[src/cgrp_pkg.sv]
// ----------------------------------------------------------------------------
// cgrp_pkg
// Types, codes and helper functions of the composite glyph record parser.
// ----------------------------------------------------------------------------
package cgrp_pkg;

	typedef enum logic [2:0] {
		PH_HEADER = 3'd0,
		PH_RECORD = 3'd1,
		PH_ARGS   = 3'd2,
		PH_SCALE  = 3'd3,
		PH_ILEN   = 3'd4,
		PH_IBYTES = 3'd5,
		PH_DONE   = 3'd6,
		PH_SKIP   = 3'd7
	} phase_t;

	typedef enum logic [1:0] {
		KIND_COMPONENT = 2'd0,
		KIND_OK        = 2'd1,
		KIND_INVALID   = 2'd2,
		KIND_NO_ROOM   = 2'd3
	} kind_t;

	localparam int CFG_INDEX_BITS = 1;
	localparam int CFG_DATA_BITS  = 16;
	localparam logic [CFG_INDEX_BITS-1:0] CFG_COUNT_ONLY = 1'd0;
	localparam logic [CFG_INDEX_BITS-1:0] CFG_CAPACITY   = 1'd1;

	localparam int FLAG_WORDS      = 0;
	localparam int FLAG_XY         = 1;
	localparam int FLAG_SCALE      = 3;
	localparam int FLAG_MORE       = 5;
	localparam int FLAG_XY_SCALE   = 6;
	localparam int FLAG_TWO_BY_TWO = 7;
	localparam int FLAG_INSTR      = 8;

	localparam logic [15:0] ONE_F2_14    = 16'h4000;
	localparam logic [3:0]  HEADER_BYTES = 4'd10;

	localparam int QUEUE_DEPTH = 4;
	localparam int QUEUE_PTR_W = 2;
	localparam int QUEUE_CNT_W = 3;

	typedef struct packed {
		kind_t       result_kind;
		logic [15:0] component_flags;
		logic [15:0] component_glyph;
		logic [16:0] argument_one;
		logic [16:0] argument_two;
		logic [15:0] scale_xx;
		logic [15:0] scale_xy;
		logic [15:0] scale_yx;
		logic [15:0] scale_yy;
		logic [15:0] total_components;
		logic [15:0] instruction_length;
		logic        last_of_run;
	} result_t;

	function automatic logic [3:0] scale_bytes(input logic [15:0] flags);
		logic [3:0] n;
		if (flags[FLAG_SCALE]) n = 4'd2;
		else if (flags[FLAG_XY_SCALE]) n = 4'd4;
		else if (flags[FLAG_TWO_BY_TWO]) n = 4'd8;
		else n = 4'd0;
		return n;
	endfunction

	function automatic logic [16:0] extend_arg(input logic [15:0] raw, input logic word,
		input logic sgn);
		logic [16:0] r;
		if (word) r = {sgn & raw[15], raw};
		else r = {{9{sgn & raw[7]}}, raw[7:0]};
		return r;
	endfunction

endpackage

[src/cgrp_ifs.sv]
// ----------------------------------------------------------------------------
// cgrp_ifs
// Byte input and result output channels of the composite glyph record parser.
// ----------------------------------------------------------------------------
interface cgrp_in_if;
	logic       valid;
	logic       ready;
	logic [7:0] data_byte;
	logic       end_of_glyph;

	modport source (output valid, data_byte, end_of_glyph, input ready);
	modport sink (input valid, data_byte, end_of_glyph, output ready);
endinterface

interface cgrp_out_if;
	logic               valid;
	logic               ready;
	logic [1:0]         result_kind;
	logic [15:0]        component_flags;
	logic [15:0]        component_glyph;
	logic signed [16:0] argument_one;
	logic signed [16:0] argument_two;
	logic signed [15:0] scale_xx;
	logic signed [15:0] scale_xy;
	logic signed [15:0] scale_yx;
	logic signed [15:0] scale_yy;
	logic [15:0]        total_components;
	logic [15:0]        instruction_length;
	logic               last_of_run;

	modport source (output valid, result_kind, component_flags, component_glyph,
		argument_one, argument_two, scale_xx, scale_xy, scale_yx, scale_yy,
		total_components, instruction_length, last_of_run, input ready);
	modport sink (input valid, result_kind, component_flags, component_glyph,
		argument_one, argument_two, scale_xx, scale_xy, scale_yx, scale_yy,
		total_components, instruction_length, last_of_run, output ready);
endinterface

[src/composite_glyph_record_parser.sv]
// ----------------------------------------------------------------------------
// composite_glyph_record_parser
// Parses a composite glyph byte stream into component records and a status.
// ----------------------------------------------------------------------------
// Takes one glyph byte per cycle while the decode stage can advance. A byte
// is registered, then decoded, and its results (none, one component, a final
// status, or a component followed by the status) land in a four-entry result
// queue that drives the output. The decode stage advances only while the queue
// has two free entries; with the output taking one result per cycle the block
// sustains one byte per cycle.
// Components of a glyph are sent before its status and must be dropped by
// the receiver if that status is invalid or insufficient buffer.
module composite_glyph_record_parser #(
	parameter int COUNT_BITS = 16
) (
	input  logic                                clk,
	input  logic                                arst_n,
	input  logic                                cfg_we,
	input  logic [cgrp_pkg::CFG_INDEX_BITS-1:0] cfg_index,
	input  logic [cgrp_pkg::CFG_DATA_BITS-1:0]  cfg_wdata,
	cgrp_in_if.sink                             glyph,
	cgrp_out_if.source                          result
);

	localparam int WIDE = (COUNT_BITS > 16) ? COUNT_BITS : 16;

	logic        count_only_q;
	logic [15:0] capacity_q;

	logic       valid_s1;
	logic [7:0] byte_s1;
	logic       eog_s1;
	logic       adv;

	cgrp_pkg::phase_t phase_q, phase_d;
	logic [3:0]       hdr_pos_q, hdr_pos_d;
	logic             neg_q, neg_d;
	logic [2:0]       off_q, off_d;
	logic [7:0]       held_q, held_d;
	logic [15:0]      flags_q, flags_d;
	logic [15:0]      glyph_q, glyph_d;
	logic [16:0]      arg_q [2];
	logic [16:0]      arg_d [2];
	logic [15:0]      mat_q [4];
	logic [15:0]      mat_d [4];
	logic [COUNT_BITS-1:0] total_q, total_d;
	logic [15:0]      itotal_q, itotal_d;
	logic [15:0]      ileft_q, ileft_d;
	logic             invalid_q, invalid_d;

	logic                   emit_comp;
	logic [1:0]             push_n;
	cgrp_pkg::result_t      entry0, entry1;

	cgrp_pkg::result_t                  queue_q [cgrp_pkg::QUEUE_DEPTH];
	logic [cgrp_pkg::QUEUE_PTR_W-1:0]   wr_q, rd_q;
	logic [cgrp_pkg::QUEUE_CNT_W-1:0]   cnt_q;
	logic                               pop;

	// configuration
	always_ff @(posedge clk or negedge arst_n) begin
		if (!arst_n) begin
			count_only_q <= 1'b0;
			capacity_q   <= 16'hFFFF;
		end else if (cfg_we) begin
			case (cfg_index)
				cgrp_pkg::CFG_COUNT_ONLY: count_only_q <= cfg_wdata[0];
				cgrp_pkg::CFG_CAPACITY:   capacity_q   <= cfg_wdata[15:0];
				default: ;
			endcase
		end
	end

	// input register
	assign adv         = valid_s1 && (cnt_q <= cgrp_pkg::QUEUE_CNT_W'(cgrp_pkg::QUEUE_DEPTH - 2));
	assign glyph.ready = !valid_s1 || adv;

	always_ff @(posedge clk or negedge arst_n) begin
		if (!arst_n) begin
			valid_s1 <= 1'b0;
		end else if (glyph.ready) begin
			valid_s1 <= glyph.valid;
		end
	end

	always_ff @(posedge clk) begin
		if (glyph.ready && glyph.valid) begin
			byte_s1 <= glyph.data_byte;
			eog_s1  <= glyph.end_of_glyph;
		end
	end

	// decode
	always_comb begin
		logic [15:0]     v16;
		logic            word;
		logic            sgn;
		logic [3:0]      sc_total;
		logic [3:0]      off_inc;
		logic            finish;
		logic [1:0]      k;
		logic [WIDE-1:0] total_w;

		v16      = {held_q, byte_s1};
		word     = flags_q[cgrp_pkg::FLAG_WORDS];
		sgn      = flags_q[cgrp_pkg::FLAG_XY];
		sc_total = cgrp_pkg::scale_bytes(flags_q);
		off_inc  = {1'b0, off_q} + 4'd1;
		finish   = 1'b0;
		k        = off_q[2:1];

		phase_d   = phase_q;
		hdr_pos_d = hdr_pos_q;
		neg_d     = neg_q;
		off_d     = off_q;
		held_d    = held_q;
		flags_d   = flags_q;
		glyph_d   = glyph_q;
		arg_d     = arg_q;
		mat_d     = mat_q;
		total_d   = total_q;
		itotal_d  = itotal_q;
		ileft_d   = ileft_q;
		invalid_d = invalid_q;

		case (phase_q)
			cgrp_pkg::PH_HEADER: begin
				if (hdr_pos_q == 4'd0) neg_d = byte_s1[7];
				hdr_pos_d = hdr_pos_q + 4'd1;
				if (hdr_pos_d >= cgrp_pkg::HEADER_BYTES) begin
					off_d = 3'd0;
					if (neg_d) begin
						phase_d = cgrp_pkg::PH_RECORD;
					end else begin
						invalid_d = 1'b1;
						phase_d   = cgrp_pkg::PH_SKIP;
					end
				end
			end
			cgrp_pkg::PH_RECORD: begin
				if (!off_q[0]) held_d = byte_s1;
				else if (off_q == 3'd1) flags_d = v16;
				else glyph_d = v16;
				off_d = off_inc[2:0];
				if (off_q >= 3'd3) begin
					phase_d  = cgrp_pkg::PH_ARGS;
					off_d    = 3'd0;
					arg_d[0] = '0;
					arg_d[1] = '0;
					mat_d[0] = cgrp_pkg::ONE_F2_14;
					mat_d[1] = '0;
					mat_d[2] = '0;
					mat_d[3] = cgrp_pkg::ONE_F2_14;
				end
			end
			cgrp_pkg::PH_ARGS: begin
				if (word) begin
					if (!off_q[0]) held_d = byte_s1;
					else arg_d[off_q[1]] = cgrp_pkg::extend_arg(v16, 1'b1, sgn);
				end else begin
					arg_d[off_q[0]] = cgrp_pkg::extend_arg({8'h00, byte_s1}, 1'b0, sgn);
				end
				off_d = off_inc[2:0];
				if (off_inc >= (word ? 4'd4 : 4'd2)) begin
					off_d = 3'd0;
					if (sc_total == 4'd0) finish = 1'b1;
					else phase_d = cgrp_pkg::PH_SCALE;
				end
			end
			cgrp_pkg::PH_SCALE: begin
				if (!off_q[0]) begin
					held_d = byte_s1;
				end else if (sc_total == 4'd2) begin
					mat_d[0] = v16;
					mat_d[3] = v16;
				end else if (sc_total == 4'd4) begin
					if (k == 2'd0) mat_d[0] = v16;
					else mat_d[3] = v16;
				end else begin
					mat_d[k] = v16;
				end
				off_d = off_inc[2:0];
				if (off_inc >= sc_total) finish = 1'b1;
			end
			cgrp_pkg::PH_ILEN: begin
				if (off_q == 3'd0) begin
					held_d = byte_s1;
					off_d  = 3'd1;
				end else begin
					itotal_d = v16;
					ileft_d  = v16;
					off_d    = 3'd0;
					phase_d  = (v16 != 16'd0) ? cgrp_pkg::PH_IBYTES : cgrp_pkg::PH_DONE;
				end
			end
			cgrp_pkg::PH_IBYTES: begin
				if (ileft_q != 16'd0) ileft_d = ileft_q - 16'd1;
				if (ileft_d == 16'd0) phase_d = cgrp_pkg::PH_DONE;
			end
			default: ;
		endcase

		if (finish) begin
			if (total_q != '1) total_d = total_q + COUNT_BITS'(1);
			off_d = 3'd0;
			if (flags_q[cgrp_pkg::FLAG_MORE]) phase_d = cgrp_pkg::PH_RECORD;
			else if (flags_q[cgrp_pkg::FLAG_INSTR]) phase_d = cgrp_pkg::PH_ILEN;
			else phase_d = cgrp_pkg::PH_DONE;
		end
		emit_comp = finish && !count_only_q;

		entry0                 = '0;
		entry0.result_kind     = cgrp_pkg::KIND_COMPONENT;
		entry0.component_flags = flags_d;
		entry0.component_glyph = glyph_d;
		entry0.argument_one    = arg_d[0];
		entry0.argument_two    = arg_d[1];
		entry0.scale_xx        = mat_d[0];
		entry0.scale_xy        = mat_d[1];
		entry0.scale_yx        = mat_d[2];
		entry0.scale_yy        = mat_d[3];
		entry0.last_of_run     = !eog_s1;

		total_w            = WIDE'(total_d);
		entry1             = '0;
		entry1.last_of_run = 1'b1;
		if (invalid_d || phase_d != cgrp_pkg::PH_DONE) begin
			entry1.result_kind = cgrp_pkg::KIND_INVALID;
		end else begin
			entry1.result_kind = (!count_only_q && total_w > WIDE'(capacity_q)) ?
				cgrp_pkg::KIND_NO_ROOM : cgrp_pkg::KIND_OK;
			entry1.total_components   = (total_w > WIDE'(16'hFFFF)) ? 16'hFFFF :
				total_w[15:0];
			entry1.instruction_length = itotal_d;
		end

		if (!emit_comp) entry0 = entry1;
		push_n = {1'b0, emit_comp} + {1'b0, eog_s1};

		if (eog_s1) begin
			phase_d   = cgrp_pkg::PH_HEADER;
			hdr_pos_d = '0;
			neg_d     = 1'b0;
			off_d     = '0;
			held_d    = '0;
			flags_d   = '0;
			glyph_d   = '0;
			arg_d[0]  = '0;
			arg_d[1]  = '0;
			mat_d[0]  = cgrp_pkg::ONE_F2_14;
			mat_d[1]  = '0;
			mat_d[2]  = '0;
			mat_d[3]  = cgrp_pkg::ONE_F2_14;
			total_d   = '0;
			itotal_d  = '0;
			ileft_d   = '0;
			invalid_d = 1'b0;
		end
	end

	// glyph state
	always_ff @(posedge clk or negedge arst_n) begin
		if (!arst_n) begin
			phase_q   <= cgrp_pkg::PH_HEADER;
			hdr_pos_q <= '0;
			neg_q     <= 1'b0;
			off_q     <= '0;
			held_q    <= '0;
			flags_q   <= '0;
			glyph_q   <= '0;
			arg_q[0]  <= '0;
			arg_q[1]  <= '0;
			mat_q[0]  <= cgrp_pkg::ONE_F2_14;
			mat_q[1]  <= '0;
			mat_q[2]  <= '0;
			mat_q[3]  <= cgrp_pkg::ONE_F2_14;
			total_q   <= '0;
			itotal_q  <= '0;
			ileft_q   <= '0;
			invalid_q <= 1'b0;
		end else if (adv) begin
			phase_q   <= phase_d;
			hdr_pos_q <= hdr_pos_d;
			neg_q     <= neg_d;
			off_q     <= off_d;
			held_q    <= held_d;
			flags_q   <= flags_d;
			glyph_q   <= glyph_d;
			arg_q     <= arg_d;
			mat_q     <= mat_d;
			total_q   <= total_d;
			itotal_q  <= itotal_d;
			ileft_q   <= ileft_d;
			invalid_q <= invalid_d;
		end
	end

	// result queue
	assign pop = result.valid && result.ready;

	always_ff @(posedge clk or negedge arst_n) begin
		if (!arst_n) begin
			wr_q  <= '0;
			rd_q  <= '0;
			cnt_q <= '0;
		end else begin
			if (adv) wr_q <= wr_q + cgrp_pkg::QUEUE_PTR_W'(push_n);
			if (pop) rd_q <= rd_q + cgrp_pkg::QUEUE_PTR_W'(1);
			cnt_q <= cnt_q + (adv ? cgrp_pkg::QUEUE_CNT_W'(push_n) : '0)
				- (pop ? cgrp_pkg::QUEUE_CNT_W'(1) : '0);
		end
	end

	always_ff @(posedge clk) begin
		if (adv && push_n != 2'd0) queue_q[wr_q] <= entry0;
		if (adv && push_n == 2'd2) queue_q[wr_q + cgrp_pkg::QUEUE_PTR_W'(1)] <= entry1;
	end

	assign result.valid              = (cnt_q != '0);
	assign result.result_kind        = queue_q[rd_q].result_kind;
	assign result.component_flags    = queue_q[rd_q].component_flags;
	assign result.component_glyph    = queue_q[rd_q].component_glyph;
	assign result.argument_one       = queue_q[rd_q].argument_one;
	assign result.argument_two       = queue_q[rd_q].argument_two;
	assign result.scale_xx           = queue_q[rd_q].scale_xx;
	assign result.scale_xy           = queue_q[rd_q].scale_xy;
	assign result.scale_yx           = queue_q[rd_q].scale_yx;
	assign result.scale_yy           = queue_q[rd_q].scale_yy;
	assign result.total_components   = queue_q[rd_q].total_components;
	assign result.instruction_length = queue_q[rd_q].instruction_length;
	assign result.last_of_run        = queue_q[rd_q].last_of_run;

	// checks
	a_queue_bound: assert property (@(posedge clk) disable iff (!arst_n)
		cnt_q <= cgrp_pkg::QUEUE_CNT_W'(cgrp_pkg::QUEUE_DEPTH))
		else $error("result queue overflow");

	a_status_ends_run: assert property (@(posedge clk) disable iff (!arst_n)
		result.valid && result.result_kind != cgrp_pkg::KIND_COMPONENT |-> result.last_of_run)
		else $error("status result without end of run");

	a_glyph_restart: assert property (@(posedge clk) disable iff (!arst_n)
		adv && eog_s1 |=> phase_q == cgrp_pkg::PH_HEADER && total_q == '0 && !invalid_q)
		else $error("glyph state not cleared after last byte");

	a_count_only_quiet: assert property (@(posedge clk) disable iff (!arst_n)
		adv && count_only_q |-> !emit_comp)
		else $error("component emitted in count-only mode");

	a_skip_no_records: assert property (@(posedge clk) disable iff (!arst_n)
		adv && invalid_q |-> !emit_comp)
		else $error("component emitted for invalid glyph");

endmodule

[src/flat_wrapper.sv]
// flat-port wrapper written by rule: the top's interface ports become plain ports
module composite_glyph_record_parser_flat 
#(
	parameter int COUNT_BITS = 16
)
  (clk, arst_n, cfg_we, cfg_index, cfg_wdata, glyph_valid, glyph_data_byte, glyph_end_of_glyph, glyph_ready, result_valid, result_result_kind, result_component_flags, result_component_glyph, result_argument_one, result_argument_two, result_scale_xx, result_scale_xy, result_scale_yx, result_scale_yy, result_total_components, result_instruction_length, result_last_of_run, result_ready);
  cgrp_in_if glyph_i ();
  cgrp_out_if result_i ();
  input  logic clk;
  input  logic arst_n;
  input  logic cfg_we;
  input  logic [cgrp_pkg::CFG_INDEX_BITS-1:0] cfg_index;
  input  logic [cgrp_pkg::CFG_DATA_BITS-1:0] cfg_wdata;
  input wire logic [$bits(glyph_i.valid)-1:0] glyph_valid;
  input wire logic [$bits(glyph_i.data_byte)-1:0] glyph_data_byte;
  input wire logic [$bits(glyph_i.end_of_glyph)-1:0] glyph_end_of_glyph;
  output wire logic [$bits(glyph_i.ready)-1:0] glyph_ready;
  output wire logic [$bits(result_i.valid)-1:0] result_valid;
  output wire logic [$bits(result_i.result_kind)-1:0] result_result_kind;
  output wire logic [$bits(result_i.component_flags)-1:0] result_component_flags;
  output wire logic [$bits(result_i.component_glyph)-1:0] result_component_glyph;
  output wire logic [$bits(result_i.argument_one)-1:0] result_argument_one;
  output wire logic [$bits(result_i.argument_two)-1:0] result_argument_two;
  output wire logic [$bits(result_i.scale_xx)-1:0] result_scale_xx;
  output wire logic [$bits(result_i.scale_xy)-1:0] result_scale_xy;
  output wire logic [$bits(result_i.scale_yx)-1:0] result_scale_yx;
  output wire logic [$bits(result_i.scale_yy)-1:0] result_scale_yy;
  output wire logic [$bits(result_i.total_components)-1:0] result_total_components;
  output wire logic [$bits(result_i.instruction_length)-1:0] result_instruction_length;
  output wire logic [$bits(result_i.last_of_run)-1:0] result_last_of_run;
  input wire logic [$bits(result_i.ready)-1:0] result_ready;
  assign glyph_i.valid = glyph_valid;
  assign glyph_i.data_byte = glyph_data_byte;
  assign glyph_i.end_of_glyph = glyph_end_of_glyph;
  assign glyph_ready = glyph_i.ready;
  assign result_valid = result_i.valid;
  assign result_result_kind = result_i.result_kind;
  assign result_component_flags = result_i.component_flags;
  assign result_component_glyph = result_i.component_glyph;
  assign result_argument_one = result_i.argument_one;
  assign result_argument_two = result_i.argument_two;
  assign result_scale_xx = result_i.scale_xx;
  assign result_scale_xy = result_i.scale_xy;
  assign result_scale_yx = result_i.scale_yx;
  assign result_scale_yy = result_i.scale_yy;
  assign result_total_components = result_i.total_components;
  assign result_instruction_length = result_i.instruction_length;
  assign result_last_of_run = result_i.last_of_run;
  assign result_i.ready = result_ready;
  composite_glyph_record_parser #(.COUNT_BITS(COUNT_BITS)) u_core (.clk(clk), .arst_n(arst_n), .cfg_we(cfg_we), .cfg_index(cfg_index), .cfg_wdata(cfg_wdata), .glyph(glyph_i), .result(result_i));
endmodule
[config.mk]
export PLATFORM = sky130hd
export DESIGN_NAME = composite_glyph_record_parser_flat
export DESIGN_NICKNAME = d
export VERILOG_FILES = /design/src/cgrp_pkg.sv /design/src/cgrp_ifs.sv /design/src/composite_glyph_record_parser.sv /design/src/flat_wrapper.sv
export SDC_FILE = /design/constraint.sdc
export NUM_CORES = 2
export LEC_CHECK = 0
export BUFFER_PORTS_ARGS = -buffer_cell sky130_fd_sc_hd__buf_4
export CAP_MARGIN = 5
export CORE_AREA = 2 2 206 309
export DETAILED_ROUTE_END_ITERATION = 10
export DIE_AREA = 0 0 208 311
export GPL_TIMING_DRIVEN = 0
export MAX_ROUTING_LAYER = met4
export PLACE_DENSITY = 0.87
export SLEW_MARGIN = 20
export SYNTH_ARGS = -nofsm -noshare
export SYNTH_HDL_FRONTEND = slang
export SYNTH_SLANG_ARGS = --single-unit
[constraint.sdc]
create_clock -name clk -period 11.1 [get_ports clk]
set_input_delay 0.555 -clock clk [delete_from_list [all_inputs] [get_ports clk]]
set_output_delay 0.555 -clock clk [all_outputs]
set_load 0.02 [all_outputs]
# Word level (Yosys, flattened, before mapping)
# Memories as Yosys holds them, arrays and structs flattened.
# Index checks and enable logic that the tools add are counted.
# word_totals
mem_count,1
regBits,232
latchBits,0
word_cells,210
mem_bits_ro,0
input_bits,31
output_inout_bits,167
ramBits,660
# classes
n_eq_ne,15
n_addsub,10
div_mod_pow,0
n_reduce_logical,36
mux,104
bitwise_logic,6
n_mul,0
order_cmp,13
shifts,0
# mem_list
name,words,width,rd,rd_ports_with_merged_regs,wr,line,source
u_core.queue_q,4,165,1,0,2,composite_glyph_record_parser.sv:55,cgrp_pkg::result_t queue_q [cgrp_pkg::QUEUE_DEPTH];
# op_table
op,count
two-way mux 16 bit,26
two-way mux 64 bit,3
two-way mux 165 bit,1
two-way mux 34 bit,4
one-hot mux 64 bit (2 select lines),1
two-way mux 17 bit,7
two-way mux 32 bit,3
bitwise mux 34 bit,2
one-hot mux 34 bit (2 select lines),1
bitwise mux 64 bit,1
two-way mux 3 bit,16
demux 17 bit (select 1 bit),2
demux 16 bit (select 2 bit),1
two-way mux 8 bit,4
one-hot mux 16 bit (2 select lines),1
nonzero test 16 bit,2
one-hot mux 3 bit (5 select lines),2
one-hot mux 8 bit (3 select lines),1
two-way mux 4 bit,5
two-way mux 1 bit,17
"adder 16 x 1 -> 16 bit, second input constant",1
greater-than comparator 16 bit,1
"greater-than comparator 16 bit, second input constant",1
zero test 16 bit,1
47 further kinds,80

# Logic depth before layout (Yosys ltp)
# depth
ltp_word,13
depth_mapped,21
mapped_depth_nobuf,19

# Worst setup path after synthesis
# No wires, ideal clock.
# synth_timing
path_type,register to register
from,register u_core.off_q[0]
to,"memory u_core.queue_q[0][164] in the netlist's numbering, data pin"
path_stages_with_launch,21
setup_slack_ns,6.227
setup_time_ns,0.255
t_required_ns,10.845
synth_period_minus_slack_ns,4.873
path_buffers,2
arrival_time_ns,4.618
cell_sequence,dfrtp_1 -> clkbuf_1 -> inv_1 -> ha_1 -> inv_1 -> ha_1 -> a21bo_2 -> a211oi_1 -> o22ai_1 -> nand2_1 -> clkbuf_1 -> mux2i_1 -> inv_1 -> ha_1 -> nor2b_1 -> o21a_1 -> o21a_1 -> o221a_2 -> o41ai_1 -> nand3_1 -> and2_1
# synth_lines
item,line,source
from (decl),composite_glyph_record_parser.sv:38,"logic [2:0] off_q, off_d;"
from (signal assigned),composite_glyph_record_parser.sv:267,off_q <= '0;
from (signal assigned),composite_glyph_record_parser.sv:285,off_q <= off_d;
to (decl),composite_glyph_record_parser.sv:55,

==> out/metrics.yaml <==
synthesis:
  synth-seq-cells: 892
  dominantRegCellSynth: "dfxtp_1"
  synth_edf_count: 145
  syn_nets: 3256
  synthAdderAreaFrac_pct: 1.33
  synth_top_family_by_area: "compound AO/OA/AOI/OAI gates"
  synthDistinctLibCells: 76
  synth_warnings: 0
  synthArstFlopShare_pct: 25.0
  synth-compound-area-share_pct: 19.8
  synth_xor_area_share_pct: 0.427
  yosysSeqAreaShare_pct: 55.4
  synth_area_mm2: 0.0369
  yosys.area_share.simple_pct: 8.27
  synth_cells: 3187
  synth.area.mux_share_pct: 11.2
  syn_area_per_cell_um2: 11.6
min_path:
  worstHoldStart: "glyph_data_byte[4]"
  min_to: "u_core.byte_s1[4]$_DFFE_PP_"
  min_path_cells: 1
  hp-class: "input port to register"
route:
  drtAntennaViolNets: 0
  drc: 0
  first_iter_violations: 3478
  vias_per_cell: 6.86
  wl_per_cell_um: 27.1
  drt_wl_total_um: 118000
  vias: 29800
  drt_pass1_iterations: 6
final_layout:
  multi_input_area_mm2: 0.0152
  nets: 3545
  design_area_mm2: 0.0425
  seqCellArea_mm2: 0.0204
  areaGrowthSynthToFinish_pct: 15.2
  drive_gt1_share_pct: 17.0
  fill_cells: 4261
critical_path:
  critPathKind: "register to register"
  r2r_end: "u_core.queue_q[3][23]$_DFFE_PP_"
  worst_r2r_path_depth: 19
  path_cells: "clkbuf_1 > inv_1 > ha_1 > inv_1 > ha_1 > a21bo_2 > a211oi_1 > o22ai_1 > nand2b_1 > clkbuf_1 > buf_1 > ha_1 > nand2b_1 > nand2_1 > nand3_1 > clkbuf_1 > clkbuf_1 > inv_2 > buf_16"
  cpPeakStageDelay_ns: 0.95
  path_common_cell: "clkbuf_1"
  endpoint_kind: "register"
  cp_slowest_cell: "clkbuf_1"
  required_ns: 11.49
  r2r_setup_slack_ns: 2.89
  critPathMaxFanout: 18
  r2r-start: "u_core.off_q[0]$_DFFE_PN0P_"
  start_kind: "register"
  critPathArrivalTime_ns: 8.60
pwr:
  p_leak_nw: 16.6
  powerDensity_mw_per_mm2: 203
  ir_drop_v: 0.000194
floorplanning:
  floorplan.io_pins: 198
  start_util_pct: 59.6
  core_area_mm2: 0.0619
  die_h_um: 311
  die-area_mm2: 0.0647
  die_w_um: 208
  rows: 112
clocking:
  clk_path_buf_depth: 3
  h-tree-depth: 3
  cts-resized-gates: 0
  cts-root-buf: "clkbuf_16"
  ctsHoldBuffers: 1
  cts_buffers: 81
  clk_pin_slew_ns: 0.07
  post_cts_buffers: 0
  clk_latency_ns: 0.66
  cts_tree: "done"
  cts.sinks: 892
place:
  gp_congestion: 0.994
  io_buffers: 197
  hpwl_um: 79900
  placed_cell_area_mm2: 0.0396
global_route:
  grt_pass1_wl_um: 179000
  grt_max_degree: 98
  grt-ovfl-total: 0
  gr-usage-all-layers_pct: 37.1
  antenna_found_initial: 3
  grt_pass1_vias: 30500
sta:
  max_freq_mhz: 122
  holdWs_ns: 0.0820
  hold_viol: 0
  slew_violations: 0
  setup_viol: 0
  max-slew-margin-rel_pct: 10.9
  fin_skew_ns: 0.0281
  fin_setup_tns_ns: 0
  min_period_ns: 8.21
  period_share_pct: 73.9
  tightest_slew_ns: 1.34
  rsz0062_at_grt: "false"
flow_run:
  cap_violations: 0
run_status:
  outcome: "finished clean"
## how the worst max path moves through the flow
stage / cells after the start / start / slack [ns] / to
after floorplan: 20 / u_core.off_q[0]$_DFFE_PN0P_ / 6.23 / u_core.queue_q[0][164]$_DFFE_PP_
after detailed placement: 19 / u_core.off_q[0]$_DFFE_PN0P_ / 3.36 / u_core.queue_q[3][20]$_DFFE_PP_
after global routing: 19 / u_core.off_q[0]$_DFFE_PN0P_ / 2.91 / u_core.queue_q[3][14]$_DFFE_PP_
after global placement: 16 / u_core.off_q[2]$_DFFE_PN0P_ / 2.36 / u_core.queue_q[0][18]$_DFFE_PP_
final: 19 / u_core.off_q[0]$_DFFE_PN0P_ / 2.89 / u_core.queue_q[3][23]$_DFFE_PP_
after CTS: 19 / u_core.off_q[0]$_DFFE_PN0P_ / 3.31 / u_core.queue_q[3][14]$_DFFE_PP_
## placed cells by master, fill, tap and decap left out, types with 22 or more instances in the layout
master / instances
ha_1: 37
a21oi_1: 111
nand2_1: 346
mux4_2: 165
a22oi_1: 29
nor2_1: 206
nand3_1: 39
clkbuf_16: 86
clkbuf_1: 215
nor3_1: 25
buf_4: 197
dfxtp_1: 524
mux2i_1: 22
inv_1: 61
buf_1: 38
edfxtp_1: 145
dfrtp_1: 205
o21ai_0: 241
a22o_1: 542
## cell type report
class	instances	area share, %
buffer	266	2.62
inverter	65	0.574
sequential	892	48.1
antenna	3	0.0177
tap	798	2.35
clock inverter	34	1.08
timing repair buffer	206	3.90
clock buffer	118	5.73
multi-input combinational	1964	35.7
## cell usage after synthesis (all sizes together), types with 42 or more instances
cell type | instances | area (µm²)
edfxtp | 145 | 4350
inv | 65 | 244
dfxtp | 524 | 10500
clkbuf | 208 | 781
buf | 58 | 320
nand3 | 42 | 248
a21oi | 111 | 556
o21ai | 248 | 1240
nor2 | 211 | 805
nand2 | 346 | 1300
dfrtp | 205 | 5130
mux4 | 165 | 3720
a22o | 542 | 4750
## critical path: cells and delay by family (launching register included)
kind,cells,cell delay (ns)
buffers and inverters,9,4.07
AOI/OAI and AO/OA,3,1.38
and+or+nand+nor,4,1.06
adders and majority gates,3,0.98
DFF,1,0.38
## power breakdown
| part | switching [mW] | total, mW | internal [mW] | leakage [nW] |
|---|---|---|---|---|
| sequential | 0.0601 | 3.48 | 3.42 | 8.58 |
| clock | 1.28 | 3.03 | 1.75 | 1.42 |
| combinational | 1.48 | 2.13 | 0.646 | 6.62 |
## state kept, by name (all words and copies together), names as in the netlist, 2 cells and up
name and cells:
u_core.total_q 16, u_core.ileft_q 16, u_core.off_q 3, u_core.itotal_q 16, u_core.wr_q 2, u_core.capacity_q 16
u_core.queue_q 660, u_core.rd_q 2, u_core.hdr_pos_q 4, u_core.held_q 8, u_core.glyph_q 16, u_core.flags_q 16
u_core.arg_q 34, u_core.mat_q 64, u_core.byte_s1 8, u_core.phase_q 3, u_core.cnt_q 3
## metal layers
layer,wire length (µm),global-route usage (%)
met1,38700,40.7
met2,57500,59.9
met3,11900,7.92
met4,9860,26.8
met5,0,-
## through the flow
step	worst slack, ns	instances	power [mW]	utilization [%]
floorplan	6.23	3187	4.81	-
global placement	2.36	4182	5.56	63.6
detailed placement	3.36	4190	5.60	63.9
CTS	3.31	4343	8.57	68.6
global route	2.91	4346	8.86	68.7
finish	2.89	4346	8.64	68.7
## cell families (layout without fill, tap and decap cells)
family	after synthesis	count (layout)
other	0	3
and+or+nand+nor	707	707
buffers and inverters	331	689
AOI/OAI and AO/OA	995	995
muxes	205	205
DFF	892	892
xor gates and xnor gates	18	18
adders and majority gates	39	39
Note: power is estimated with default switching activity, not from simulation.
